## config.mk

```make
export PLATFORM = sky130hd
export DESIGN_NAME = glyph_outline_flattener_top
export DESIGN_NICKNAME = d
export VERILOG_FILES = /design/src/rtl/core/gof_pkg.sv /design/src/rtl/core/gof_scale_unit.sv /design/src/rtl/core/glyph_outline_flattener_top.sv
export SDC_FILE = /design/constraint.sdc
export NUM_CORES = 2
export LEC_CHECK = 0
export ABC_CLOCK_PERIOD_IN_PS = 16500
export BUFFER_PORTS_ARGS = -buffer_cell sky130_fd_sc_hd__buf_2
export CORE_ASPECT_RATIO = 1.4
export CORE_MARGIN = 1.5
export CORE_UTILIZATION = 50
export CTS_CLUSTER_DIAMETER = 120
export DETAILED_ROUTE_END_ITERATION = 10
export PLACE_DENSITY = 0.67
export SLEW_MARGIN = 20
export SYNTH_ARGS = -nofsm -noshare
export SYNTH_HDL_FRONTEND = slang
export SYNTH_SLANG_ARGS = --single-unit
export TNS_END_PERCENT = 50
```

## constraint.sdc

```tcl
create_clock -name i_clk -period 16.5 [get_ports i_clk]
set_clock_uncertainty 0.1 [all_clocks]
set_input_delay 4.125 -clock i_clk [delete_from_list [all_inputs] [get_ports i_clk]]
set_output_delay 4.125 -clock i_clk [all_outputs]
set_load 0.02 [all_outputs]
```

## src/rtl/core/gof_pkg.sv

```systemverilog
// Shared constants, kind codes and the request/response structs of the
// outline flattener. No dependencies; every other file in rtl/core uses it.
`default_nettype none

package gof_pkg;

    // Default number of chords per quadratic curve
    localparam int SEGMENTS_DEF = 5;

    // Field widths
    localparam int COORD_W = 16;   // font unit coordinate
    localparam int POS_W   = 40;   // signed Q24.16 position
    localparam int SCALE_W = 32;   // unsigned Q8.24 scale

    // Datapath widths: weighted sum, scaled product, long division
    localparam int NUM_W      = 26;
    localparam int PROD_W     = 57;
    localparam int FRAC_SHIFT = 8;
    localparam int DIV_W      = 48;
    localparam int DIV_STEP   = 8;
    localparam int DIV_CYC    = DIV_W / DIV_STEP;

    localparam logic [SCALE_W-1:0] SCALE_RST = 32'h0100_0000;

    // Vertex kinds; every other code behaves as a move
    localparam logic [1:0] KIND_LINE  = 2'd1;
    localparam logic [1:0] KIND_CURVE = 2'd2;

    // Request to the shared scale unit
    typedef struct packed {
        logic                    start;
        logic signed [NUM_W-1:0] num;
    } t_su_req;

    // Response from the shared scale unit
    typedef struct packed {
        logic                    done;
        logic signed [POS_W-1:0] quot;
    } t_su_rsp;

endpackage

`default_nettype wire

```

## src/rtl/core/gof_scale_unit.sv

```systemverilog
// Shared scale unit: multiplies a weighted coordinate sum by the Q8.24 scale
// and floor-divides by DEN * 256 with a radix-256 long division. Uses gof_pkg.
`default_nettype none

module gof_scale_unit #(
    parameter int DEN = gof_pkg::SEGMENTS_DEF * gof_pkg::SEGMENTS_DEF
) (
    input  wire                                i_clk,
    input  wire                                i_rst_n,
    input  wire  [gof_pkg::SCALE_W-1:0]        i_scale,
    input  wire  gof_pkg::t_su_req             i_req,
    output gof_pkg::t_su_rsp                   o_rsp
);

    localparam int REM_W = $clog2(DEN) + 1;
    localparam int CNT_W = $clog2(gof_pkg::DIV_CYC + 1);
    localparam logic [REM_W:0]   DEN_V    = (REM_W + 1)'(DEN);
    localparam logic [CNT_W-1:0] CNT_LAST = CNT_W'(gof_pkg::DIV_CYC - 1);

    typedef enum logic [3:0] {
        U_IDLE = 4'b0001,
        U_PREP = 4'b0010,
        U_DIV  = 4'b0100,
        U_DONE = 4'b1000
    } t_su_state;

    t_su_state                          r_state, n_state;
    logic [CNT_W-1:0]                   r_cnt;
    logic signed [gof_pkg::PROD_W-1:0]  r_prod;
    logic [gof_pkg::DIV_W-1:0]          r_mq;
    logic [REM_W-1:0]                   r_rem;
    logic                               r_neg;

    logic signed [gof_pkg::SCALE_W:0]   w_scale_s;
    logic signed [gof_pkg::PROD_W-1:0]  w_prod;
    logic [gof_pkg::DIV_W-1:0]          w_mag;
    logic [gof_pkg::DIV_W-1:0]          n_mq;
    logic [REM_W-1:0]                   n_rem;

    // Scale product; the scale is unsigned so extend it with a zero
    assign w_scale_s = $signed({1'b0, i_scale});
    assign w_prod    = i_req.num * w_scale_s;

    // Floor shift by 256, then fold negatives by inversion: floor(s/D) = ~floor(~s/D)
    assign w_mag = r_prod[gof_pkg::PROD_W-1] ? ~r_prod[gof_pkg::FRAC_SHIFT +: gof_pkg::DIV_W]
                                             :  r_prod[gof_pkg::FRAC_SHIFT +: gof_pkg::DIV_W];

    // One radix-256 digit of long division by DEN: eight compare-subtract steps
    always_comb begin
        logic [REM_W:0]            v_t;
        logic [REM_W-1:0]          v_rem;
        logic [gof_pkg::DIV_W-1:0] v_mq;
        v_rem = r_rem;
        v_mq  = r_mq;
        for (int i = 0; i < gof_pkg::DIV_STEP; i++) begin
            v_t = {v_rem, v_mq[gof_pkg::DIV_W-1]};
            if (v_t >= DEN_V) begin
                v_rem = REM_W'(v_t - DEN_V);
                v_mq  = {v_mq[gof_pkg::DIV_W-2:0], 1'b1};
            end else begin
                v_rem = REM_W'(v_t);
                v_mq  = {v_mq[gof_pkg::DIV_W-2:0], 1'b0};
            end
        end
        n_rem = v_rem;
        n_mq  = v_mq;
    end

    // Sequence multiply, prepare, divide, report
    always_comb begin
        n_state = r_state;
        unique case (r_state)
            U_IDLE: begin
                if (i_req.start) n_state = U_PREP;
            end
            U_PREP: n_state = U_DIV;
            U_DIV: begin
                if (r_cnt == CNT_LAST) n_state = U_DONE;
            end
            U_DONE: n_state = U_IDLE;
            default: n_state = U_IDLE;
        endcase
    end

    always_ff @(posedge i_clk) begin
        if (!i_rst_n) begin
            r_state <= U_IDLE;
            r_cnt   <= '0;
        end else begin
            r_state <= n_state;
            if (r_state == U_DIV) r_cnt <= r_cnt + CNT_W'(1);
            else                  r_cnt <= '0;
        end
    end

    // Datapath registers
    always_ff @(posedge i_clk) begin
        if (r_state == U_IDLE && i_req.start) r_prod <= w_prod;
        if (r_state == U_PREP) begin
            r_neg <= r_prod[gof_pkg::PROD_W-1];
            r_mq  <= w_mag;
            r_rem <= '0;
        end else if (r_state == U_DIV) begin
            r_mq  <= n_mq;
            r_rem <= n_rem;
        end
    end

    // Undo the inversion on the quotient
    assign o_rsp.done = (r_state == U_DONE);
    assign o_rsp.quot = r_neg ? ~r_mq[gof_pkg::POS_W-1:0] : r_mq[gof_pkg::POS_W-1:0];

endmodule

`default_nettype wire

```

## src/rtl/core/glyph_outline_flattener_top.sv

```systemverilog
// Outline flattener top level: vertex sequencer, forward-difference chord
// stepping and output register around gof_scale_unit. Uses gof_pkg.
//
//  channel  | dir | handshake                    | payload
//  ---------+-----+------------------------------+---------------------------------
//  s_axis   | in  | tvalid / tready              | tdata end/ctrl, tuser kind/new
//  m_axis   | out | tvalid / tready              | tdata seg start/end, tlast
//  cfg      | in  | we (no wait)                 | wdata scale_factor Q8.24
//
// Each coordinate passes through the shared multiply/divide unit (multiply,
// prepare, radix-256 long division, report); a point is x then y plus an
// emit step. A move or line scales one point, a curve SEGMENTS points, one
// per chord. The input is ready only while the sequencer is idle;
// a stalled output register holds the sequencer in its emit step.
// Reset is synchronous and active low; previous points clear to zero.
`default_nettype none

module glyph_outline_flattener_top #(
    parameter int SEGMENTS = gof_pkg::SEGMENTS_DEF
) (
    input  wire                          i_clk,
    input  wire                          i_rst_n,
    input  wire                          i_cfg_we,
    input  wire  [gof_pkg::SCALE_W-1:0]  i_cfg_wdata,
    input  wire                          i_s_axis_tvalid,
    output logic                         o_s_axis_tready,
    input  wire  [63:0]                  i_s_axis_tdata,  // end_x, end_y, ctrl_x, ctrl_y
    input  wire  [2:0]                   i_s_axis_tuser,  // vertex_kind[1:0], new_shape
    output logic                         o_m_axis_tvalid,
    input  wire                          i_m_axis_tready,
    output logic [159:0]                 o_m_axis_tdata,  // start_x, start_y, end_x, end_y
    output logic                         o_m_axis_tlast   // last_segment
);

    localparam int NUM_W = gof_pkg::NUM_W;
    localparam int POS_W = gof_pkg::POS_W;
    localparam int CW    = gof_pkg::COORD_W;
    localparam int DEN   = SEGMENTS * SEGMENTS;
    localparam int J_W   = $clog2(SEGMENTS + 1);
    localparam logic signed [NUM_W-1:0] K_N2   = NUM_W'(DEN);
    localparam logic signed [NUM_W-1:0] K_2N   = NUM_W'(2 * SEGMENTS);
    localparam logic [J_W-1:0]          J_LAST = J_W'(SEGMENTS);

    typedef enum logic [3:0] {
        S_IDLE   = 4'b0001,
        S_LAUNCH = 4'b0010,
        S_WAIT   = 4'b0100,
        S_EMIT   = 4'b1000
    } t_state;

    // Forward-difference start values of one axis
    typedef struct packed {
        logic signed [NUM_W-1:0] num;
        logic signed [NUM_W-1:0] dif;
        logic signed [NUM_W-1:0] dd;
    } t_fd;

    t_state                     r_state, n_state;
    logic [gof_pkg::SCALE_W-1:0] r_scale;
    logic signed [CW-1:0]       r_raw_x, r_raw_y;
    logic signed [POS_W-1:0]    r_px, r_py;
    logic signed [POS_W-1:0]    r_qx, r_qy;
    logic [1:0]                 r_kind;
    t_fd                        r_fd_x, r_fd_y;
    logic [J_W-1:0]             r_j;
    logic                       r_axis;
    logic                       r_ovalid;
    logic [159:0]               r_odata;
    logic                       r_olast;

    logic                       w_accept;
    logic [1:0]                 w_kind;
    logic                       w_new;
    logic signed [CW-1:0]       w_ex, w_ey, w_cx, w_cy, w_p0x, w_p0y;
    t_fd                        w_fd_x, w_fd_y;
    logic                       w_has_out, w_more, w_last, w_emit;
    gof_pkg::t_su_req           w_req;
    gof_pkg::t_su_rsp           w_rsp;

    // Start values: chord 1 sum, its first difference and the constant second one
    function automatic t_fd fd_init(input logic signed [CW-1:0] p0,
                                    input logic signed [CW-1:0] c,
                                    input logic signed [CW-1:0] e,
                                    input logic                 curve);
        logic signed [NUM_W-1:0] v_p0, v_c, v_e, v_a, v_b;
        t_fd                     v_fd;
        v_p0 = NUM_W'(p0);
        v_c  = NUM_W'(c);
        v_e  = NUM_W'(e);
        v_a  = v_p0 - (v_c <<< 1) + v_e;
        v_b  = K_2N * (v_c - v_p0);
        if (curve) begin
            v_fd.num = K_N2 * v_p0 + v_b + v_a;
            v_fd.dif = v_b + v_a + (v_a <<< 1);
        end else begin
            v_fd.num = K_N2 * v_e;
            v_fd.dif = '0;
        end
        v_fd.dd = v_a <<< 1;
        return v_fd;
    endfunction

    // Unpack the vertex request
    assign w_kind = i_s_axis_tuser[1:0];
    assign w_new  = i_s_axis_tuser[2];
    assign w_ex   = i_s_axis_tdata[15:0];
    assign w_ey   = i_s_axis_tdata[31:16];
    assign w_cx   = i_s_axis_tdata[47:32];
    assign w_cy   = i_s_axis_tdata[63:48];
    assign w_p0x  = w_new ? '0 : r_raw_x;
    assign w_p0y  = w_new ? '0 : r_raw_y;
    assign w_fd_x = fd_init(w_p0x, w_cx, w_ex, w_kind == gof_pkg::KIND_CURVE);
    assign w_fd_y = fd_init(w_p0y, w_cy, w_ey, w_kind == gof_pkg::KIND_CURVE);

    assign o_s_axis_tready = (r_state == S_IDLE);
    assign w_accept        = i_s_axis_tvalid & o_s_axis_tready;

    // Emit decisions for the point just scaled
    assign w_has_out = (r_kind == gof_pkg::KIND_LINE) || (r_kind == gof_pkg::KIND_CURVE);
    assign w_more    = (r_kind == gof_pkg::KIND_CURVE) && (r_j != J_LAST);
    assign w_last    = !w_more;
    assign w_emit    = (r_state == S_EMIT) && (!w_has_out || !r_ovalid || i_m_axis_tready);

    // Drive the shared unit
    assign w_req.start = (r_state == S_LAUNCH);
    assign w_req.num   = r_axis ? r_fd_y.num : r_fd_x.num;

    gof_scale_unit #(
        .DEN (DEN)
    ) u_scale (
        .i_clk   (i_clk),
        .i_rst_n (i_rst_n),
        .i_scale (r_scale),
        .i_req   (w_req),
        .o_rsp   (w_rsp)
    );

    // Sequencer next state
    always_comb begin
        n_state = r_state;
        unique case (r_state)
            S_IDLE: begin
                if (w_accept) n_state = S_LAUNCH;
            end
            S_LAUNCH: n_state = S_WAIT;
            S_WAIT: begin
                if (w_rsp.done) n_state = r_axis ? S_EMIT : S_LAUNCH;
            end
            S_EMIT: begin
                if (w_emit) n_state = w_more ? S_LAUNCH : S_IDLE;
            end
            default: n_state = S_IDLE;
        endcase
    end

    // Control and state registers
    always_ff @(posedge i_clk) begin
        if (!i_rst_n) begin
            r_state  <= S_IDLE;
            r_scale  <= gof_pkg::SCALE_RST;
            r_raw_x  <= '0;
            r_raw_y  <= '0;
            r_px     <= '0;
            r_py     <= '0;
            r_j      <= J_W'(1);
            r_axis   <= 1'b0;
            r_ovalid <= 1'b0;
        end else begin
            r_state <= n_state;
            if (i_cfg_we) r_scale <= i_cfg_wdata;
            // take a vertex: clear the pen on a new shape, record the raw end
            if (w_accept) begin
                r_raw_x <= w_ex;
                r_raw_y <= w_ey;
                r_j     <= J_W'(1);
                r_axis  <= 1'b0;
                if (w_new) begin
                    r_px <= '0;
                    r_py <= '0;
                end
            end
            if (r_state == S_WAIT && w_rsp.done) r_axis <= !r_axis;
            // advance the pen to the point just scaled
            if (w_emit) begin
                r_px <= r_qx;
                r_py <= r_qy;
                if (w_more) r_j <= r_j + J_W'(1);
            end
            if (w_emit && w_has_out)   r_ovalid <= 1'b1;
            else if (i_m_axis_tready)  r_ovalid <= 1'b0;
        end
    end

    // Payload registers
    always_ff @(posedge i_clk) begin
        if (w_accept) begin
            r_kind <= w_kind;
            r_fd_x <= w_fd_x;
            r_fd_y <= w_fd_y;
        end else if (w_emit && w_more) begin
            r_fd_x.num <= r_fd_x.num + r_fd_x.dif;
            r_fd_x.dif <= r_fd_x.dif + r_fd_x.dd;
            r_fd_y.num <= r_fd_y.num + r_fd_y.dif;
            r_fd_y.dif <= r_fd_y.dif + r_fd_y.dd;
        end
        if (r_state == S_WAIT && w_rsp.done) begin
            if (r_axis) r_qy <= w_rsp.quot;
            else        r_qx <= w_rsp.quot;
        end
        if (w_emit && w_has_out) begin
            r_odata <= {r_qy, r_qx, r_py, r_px};
            r_olast <= w_last;
        end
    end

    assign o_m_axis_tvalid = r_ovalid;
    assign o_m_axis_tdata  = r_odata;
    assign o_m_axis_tlast  = r_olast;

`ifndef ASSERT_OFF
    a_done_in_wait: assert property (@(posedge i_clk) disable iff (!i_rst_n)
        w_rsp.done |-> (r_state == S_WAIT))
        else $error("scale unit reported outside the wait step");

    a_accept_launch: assert property (@(posedge i_clk) disable iff (!i_rst_n)
        w_accept |=> (r_state == S_LAUNCH) && !r_axis)
        else $error("accepted vertex did not launch the x coordinate");

    a_chord_range: assert property (@(posedge i_clk) disable iff (!i_rst_n)
        (r_state != S_IDLE) |-> (r_j >= J_W'(1)) && (r_j <= J_LAST))
        else $error("chord index out of range");

    a_emit_loads: assert property (@(posedge i_clk) disable iff (!i_rst_n)
        (w_emit && w_has_out) |=> o_m_axis_tvalid && (o_m_axis_tlast == $past(w_last)))
        else $error("emitted segment not presented with its last flag");
`endif

endmodule

`default_nettype wire
```

**Word-level counts from Yosys, hierarchy flattened**

Index checks and enable logic that the tools add are counted.

- Add/sub/neg operators: 28
- $mul: 7
- Divide/modulo/power cells: 0
- Magnitude comparators: 8
- Equality and inequality tests: 18
- Shifts and indexed selects: 0
- Multiplexer cells: 49
- Bitwise logic cells: 4
- Reductions and logical operators: 25

Operator list:

| cell | number |
|---|---|
| two-way mux 52 bit | 6 |
| two-way mux 40 bit | 5 |
| two-way mux 48 bit | 3 |
| multiplier 6 x 16 -> 22 bit, first input constant | 4 |
| multiplier 26 x 33 -> 57 bit | 1 |
| >= comparator 7 x 5 -> 1 bit, second input constant | 8 |
| adder 26 x 20 -> 26 bit | 2 |
| adder 26 bit | 2 |
| adder 23 x 19 -> 24 bit | 2 |
| adder 23 x 20 -> 24 bit | 2 |
| two-way mux 6 bit | 8 |
| inverter 48 bit | 1 |
| subtractor 6 x 5 -> 6 bit, second input constant | 8 |
| adder 22 x 19 -> 23 bit | 2 |
| adder 22 x 22 -> 23 bit | 2 |
| multiplier 4 x 17 -> 21 bit, first input constant | 2 |
| inverter 40 bit | 1 |
| adder 18 x 16 -> 19 bit | 2 |
| subtractor 16 x 17 -> 18 bit | 2 |
| subtractor 16 x 16 -> 17 bit | 2 |
| two-way mux 16 bit | 2 |
| two-way mux 26 bit | 1 |
| two-way mux 4 bit | 6 |
| case mux 4 bit (4 select lines) | 1 |
| other kinds (23) | 64 |

- Bits in registers: 657
- Latch bits: 0
- Bits in writable memories: 0
- Bits in read-only memories: 0
- Input port bits: 104
- Output and inout port bits: 163
- Word-level logic and storage cells: 165
- Memories: 0

**Depth between registers and ports, before layout**

- Depth after elaboration: 18
- Depth in mapped cells: 40
- Mapped depth without buffers: 39

**By module**

From an unflattened synthesis, not the netlist that was laid out.

- Cell total of the unflattened synthesis: 7,590
- Area, all modules: 73,842.1 um^2

Modules (own cells, without submodules):

| module | times used | cells an instance | area an instance (um^2) | seq. area each (um^2) |
|---|---|---|---|---|
| glyph_outline_flattener_top | 1 | 4,106 | 41,626.2 | 14,624.0 |
| gof_scale_unit | 1 | 3,484 | 32,215.9 | 3,203.1 |

**Worst setup path after synthesis**

Ideal clock, no wire load.

- Path kind: input-to-reg
- From: input i_m_axis_tready
- To: register r_odata[0] (netlist: o_m_axis_tdata[0]), enable pin
- Library setup time: 0.881 ns
- Arrival time: 15.068 ns
- Data required time: 15.519 ns
- Setup slack: 0.451 ns
- Stages: 2
- Path buffers: 0
- Path through: nor2b_1 -> nor3_1

- Longest elaborated chain between the ends: 3

Ends and longest elaborated chain:

| element | line | text |
|---|---|---|
| start, declared | glyph_outline_flattener_top.sv:30 | `input wire i_m_axis_tready,` |
| logical OR 1 bit | glyph_outline_flattener_top.sv:122 | `assign w_emit = (r_state == S_EMIT) && (!w_has_out \|\| !r_ovalid \|\| i_m_axis_tready);` |
| logical AND 1 bit | glyph_outline_flattener_top.sv:122 |  |
| logical AND 1 bit | glyph_outline_flattener_top.sv:210 | `if (w_emit && w_has_out) begin` |
| end signal, assigned | glyph_outline_flattener_top.sv:211 | `r_odata <= {r_qy, r_qx, r_py, r_px};` |
| end, declared | glyph_outline_flattener_top.sv:68 | `logic [159:0] r_odata;` |

No other way between the ends.
A chain may end at the register's enable or synchronous reset.

**Final worst setup path**

- From: input i_s_axis_tuser[2]
- To: register r_fd_y[74] (netlist name) (data pin)

- Longest elaborated chain between the ends: 7
- Elaborated cells between the ends (all ways): 10
- Those cells by class: add/sub (5); mul (2); mux (3)

Ends and longest elaborated chain:

| element | line | text |
|---|---|---|
| start, declared | glyph_outline_flattener_top.sv:28 | `input wire [2:0] i_s_axis_tuser,` |
| two-way mux 16 bit (*) | glyph_outline_flattener_top.sv:111 | `assign w_p0y = w_new ? '0 : r_raw_y;` |
| subtractor 16 x 16 -> 17 bit | glyph_outline_flattener_top.sv:91 | `v_b = K_2N * (v_c - v_p0);` |
| multiplier 4 x 17 -> 21 bit | glyph_outline_flattener_top.sv:91 |  |
| adder 22 x 22 -> 23 bit | glyph_outline_flattener_top.sv:93 | `v_fd.num = K_N2 * v_p0 + v_b + v_a;` |
| adder 23 x 19 -> 24 bit (*) | glyph_outline_flattener_top.sv:93 |  |
| two-way mux 52 bit (*) | glyph_outline_flattener_top.sv:92 | `if (curve) begin` |
| two-way mux 52 bit (*) | glyph_outline_flattener_top.sv:196 | `if (w_accept) begin` |
| end signal, assigned | glyph_outline_flattener_top.sv:199 | `r_fd_y <= w_fd_y;` |
| end, declared | glyph_outline_flattener_top.sv:64 | `t_fd r_fd_x, r_fd_y;` |

Mark *: on every way between the ends. The rest lies on a longest branch, timed or not.

==> results.tsv <==
stage	metric	value	unit
outcome	outcome	complete, no violations	
timing	Pins Over Slew Limit	0	
die	row count	163	
critical_path	Critical Path AT	12.28	ns
die	# IOs	267	
critical_path	Crit Path Class	input pin to flip-flop	
global_route	vias in the first global route	53900	
route	drt wl/cell	19.0	µm
critical_path	Slowest cell on crit path	fa_1	
route	DR iter-0 viols	2754	
synthesis	ys flop type	edfxtp_1	
worst_hold_path	hold depth	0	
placed_design	GPL Wtd Cong	0.909	
finish	Syn-to-layout area delta	8.15	%
placed_design	HPWL after detailed placement	136000	µm
finish	Design Area, Final	77100	µm²
synthesis	area of the mapped netlist	71300	µm²
synthesis	Syn Area/Cell	9.85	µm²
critical_path	worst-path fanout max	33	
synthesis	Mapped Cells	7231	
synthesis	Commonest cells post-synth	1,461 x inv_1, 921 x fa_1, 753 x nand2_1, 736 x ha_1, 483 x edfxtp_1	
route	WL final	177000	µm
critical_path	Worst EP required	16.79	ns
timing	unrepaired setup endpoints after global routing	false	
synthesis	Post-synth ARST share	0	%
synthesis	Syn Nets	8992	
clock_tree	Worst-path clk slew	0.06	ns
route	Post-DRT Antenna Nets	0	
route	Vias/cell	5.38	
critical_path	critical register-to-register path endpoint	u_scale.r_mq[0]	
route	total number of vias	50100	
route	Top Layer Used	met4	
global_route	global-route wire length before repair	283000	µm
worst_hold_path	hold worst-path end	o_m_axis_tdata[107]	
critical_path	critical path launch point type	input pin	
synthesis	post-synth top area cell	fa_1	
synthesis	number of synthesized flops with an enable pin	483	
timing	fin worst setup slack	4.50	ns
global_route	aggregate global routing overflow	0	
die	Die Y	450	µm
route	Post-route DRC	0	
critical_path	Setup crit end kind	flip-flop	
placed_design	Setup WS pre-CTS	3.92	ns
clock_tree	# Post-CTS Setup Buffers	0	
synthesis	top-count cell post-synth	inv_1	
flow_run	Maximum Capacitance Violations	0	
synthesis	post-synthesis sequential area ratio	25.0	%
worst_hold_path	Hold Crit Class	flip-flop to flip-flop	
clock_tree	maximum root-to-sink buffer count	3	
worst_hold_path	worst hold start	r_qx[27]	
global_route	GRT Util Overall	24.9	%
finish	Total Nets Final	9116	
clock_tree	CTS tree	built	
route	wire length on met1	65200	µm
finish	share of layout cells above drive strength 1	7.82	%
clock_tree	H-tree depth	3	
clock_tree	CTS sink count	649	
global_route	initial antenna violation count	3	
clock_tree	CTS Hold Bufs	0	
global_route	largest net degree at the start of global routing	162	
timing	Max Fclk	83.4	MHz
timing	setup violators final	0	
route	met2 wire len	95000	µm
placed_design	IO buf count	266	
die	Die X	322	µm
die	Initial Util	50.5	%
synthesis	Yosys cell types	105	
finish	# fillers	12600	
clock_tree	CTS root buf	clkbuf_16	
die	full die area	145000	µm²
timing	Min Hold Slack	0.321	ns
critical_path	Largest stage delay, worst path	0.54	ns
timing	final period utilization	72.7	%
critical_path	r2r setup slk	5.72	ns
clock_tree	cts repair resizes	0	
synthesis	Synth top area share	25.9	%
route	DRT Pass-1 Iters	6	
synthesis	largest cells by area after synthesis	fa_1 26%, edfxtp_1 20%, ha_1 13%	
clock_tree	Num CTS Buffers	73	
die	core area	141000	µm²
timing	Slew @ Worst Pin	1.05	ns
placed_design	Placed Area	74500	µm²
timing	relative slew slack	30.0	%
timing	final hold violation count	0	
timing	min Tclk post-route	12.00	ns
route	wire length on met3	7830	µm
critical_path	r2r startpoint	u_scale.r_mq[47]	
timing	Sum Neg Setup Slack	0	ns
synthesis	Yosys warnings	0	
clock_tree	clock latency on the worst-skew pair	0.71	ns
synthesis	#FFs+latches synth	649	
critical_path	R2R cell count	33	
## logic make-up after synthesis
logic type      Yosys count  synth area share, %
simple gates           1640                 11.0
fa+ha+maj              1658                 38.8
flops                   649                 25.0
buf+inv                1753                 9.27
compound gates         1039                 9.64
xor+xnor                421                 5.19
mux                      71                 1.04
## critical path: cells and delay by family
family | cells | cell delay (ns)
AOI/OAI and AO/OA | 18 | 3.45
adders and majority gates | 8 | 2.87
and+or+nand+nor | 4 | 0.74
buffers and inverters | 5 | 0.54
xor gates and xnor gates | 3 | 0.51
## final cells by class
class | instances | area, µm² | share of cell area (%)
tap | 1897 | 2370 | 3.08
sequential | 649 | 17800 | 23.1
multi-input combinational | 4829 | 47000 | 60.9
timing repair buffer | 338 | 1890 | 2.45
clock inverter | 47 | 607 | 0.787
antenna | 3 | 7.51 | 0.00974
inverter | 1464 | 5500 | 7.14
clock buffer | 87 | 1900 | 2.46
## sequential cells by signal, indices dropped and copies added, names as in the netlist, 4 cells and up
name,count
o_m_axis_tdata,160
r_fd_x,71
r_fd_y,71
u_scale.r_prod,49
u_scale.r_mq,48
r_px,40
r_py,40
r_qx,40
r_qy,40
r_scale,32
r_raw_x,16
r_raw_y,16
u_scale.r_rem,6
r_state,4
u_scale.r_state,4
## cell usage in the layout, fill, tap and decap left out, types with 21 or more instances in the layout
cell type,synthesis,routed
inv_1,1461,1460
a21boi_0,66,66
dfxtp_1,166,163
clkbuf_16,0,73
nor2_1,226,222
and2_1,92,92
a21oi_1,323,322
a21o_1,57,57
edfxtp_1,483,483
nand3_1,33,33
ha_1,736,736
or2_2,36,36
mux2i_1,47,41
o21ai_0,142,142
xor2_1,148,148
buf_2,7,265
nor2b_1,302,301
fa_1,921,921
xnor2_1,272,272
mux2_2,23,23
buf_4,0,72
o22ai_1,28,28
o21bai_1,125,125
nand2b_1,65,65
a22oi_1,82,82
nand2_1,753,751
a211oi_1,35,35
nor3_1,44,43
a31oi_1,21,21
## worst max-delay path by stage
stage	from	depth (start not counted)	to	slack [ns]
floorplan	i_m_axis_tready	2	o_m_axis_tdata[0]	0.45
global placement	i_s_axis_tuser[2]	39	r_fd_y[77]	4.03
detailed placement	i_s_axis_tuser[2]	39	r_fd_y[77]	3.92
CTS	i_s_axis_tuser[2]	38	r_fd_y[74]	4.62
global route	i_s_axis_tuser[2]	38	r_fd_y[74]	3.71
finish	i_s_axis_tuser[2]	38	r_fd_y[74]	4.50
## metrics by stage
step / utilization [%] / std cells
floorplan: - / 7231
global placement: 52.8 / 9177
detailed placement: 52.8 / 9177
CTS: 54.6 / 9311
global route: 54.6 / 9311
finish: 54.6 / 9314
## routing by layer
| metal | GRT usage [%] | vias to the layer above |
|---|---|---|
| li1 | - | 23300 |
| met1 | 27.7 | 25100 |
| met2 | 46.8 | 1293 |
| met3 | 2.82 | 416 |
| met4 | 12.1 | 0 |
| met5 | 0 | - |
Power is left out: the tool's default activity adds up to more than one toggle a clock period on the data nets, which glitch-free logic cannot reach.
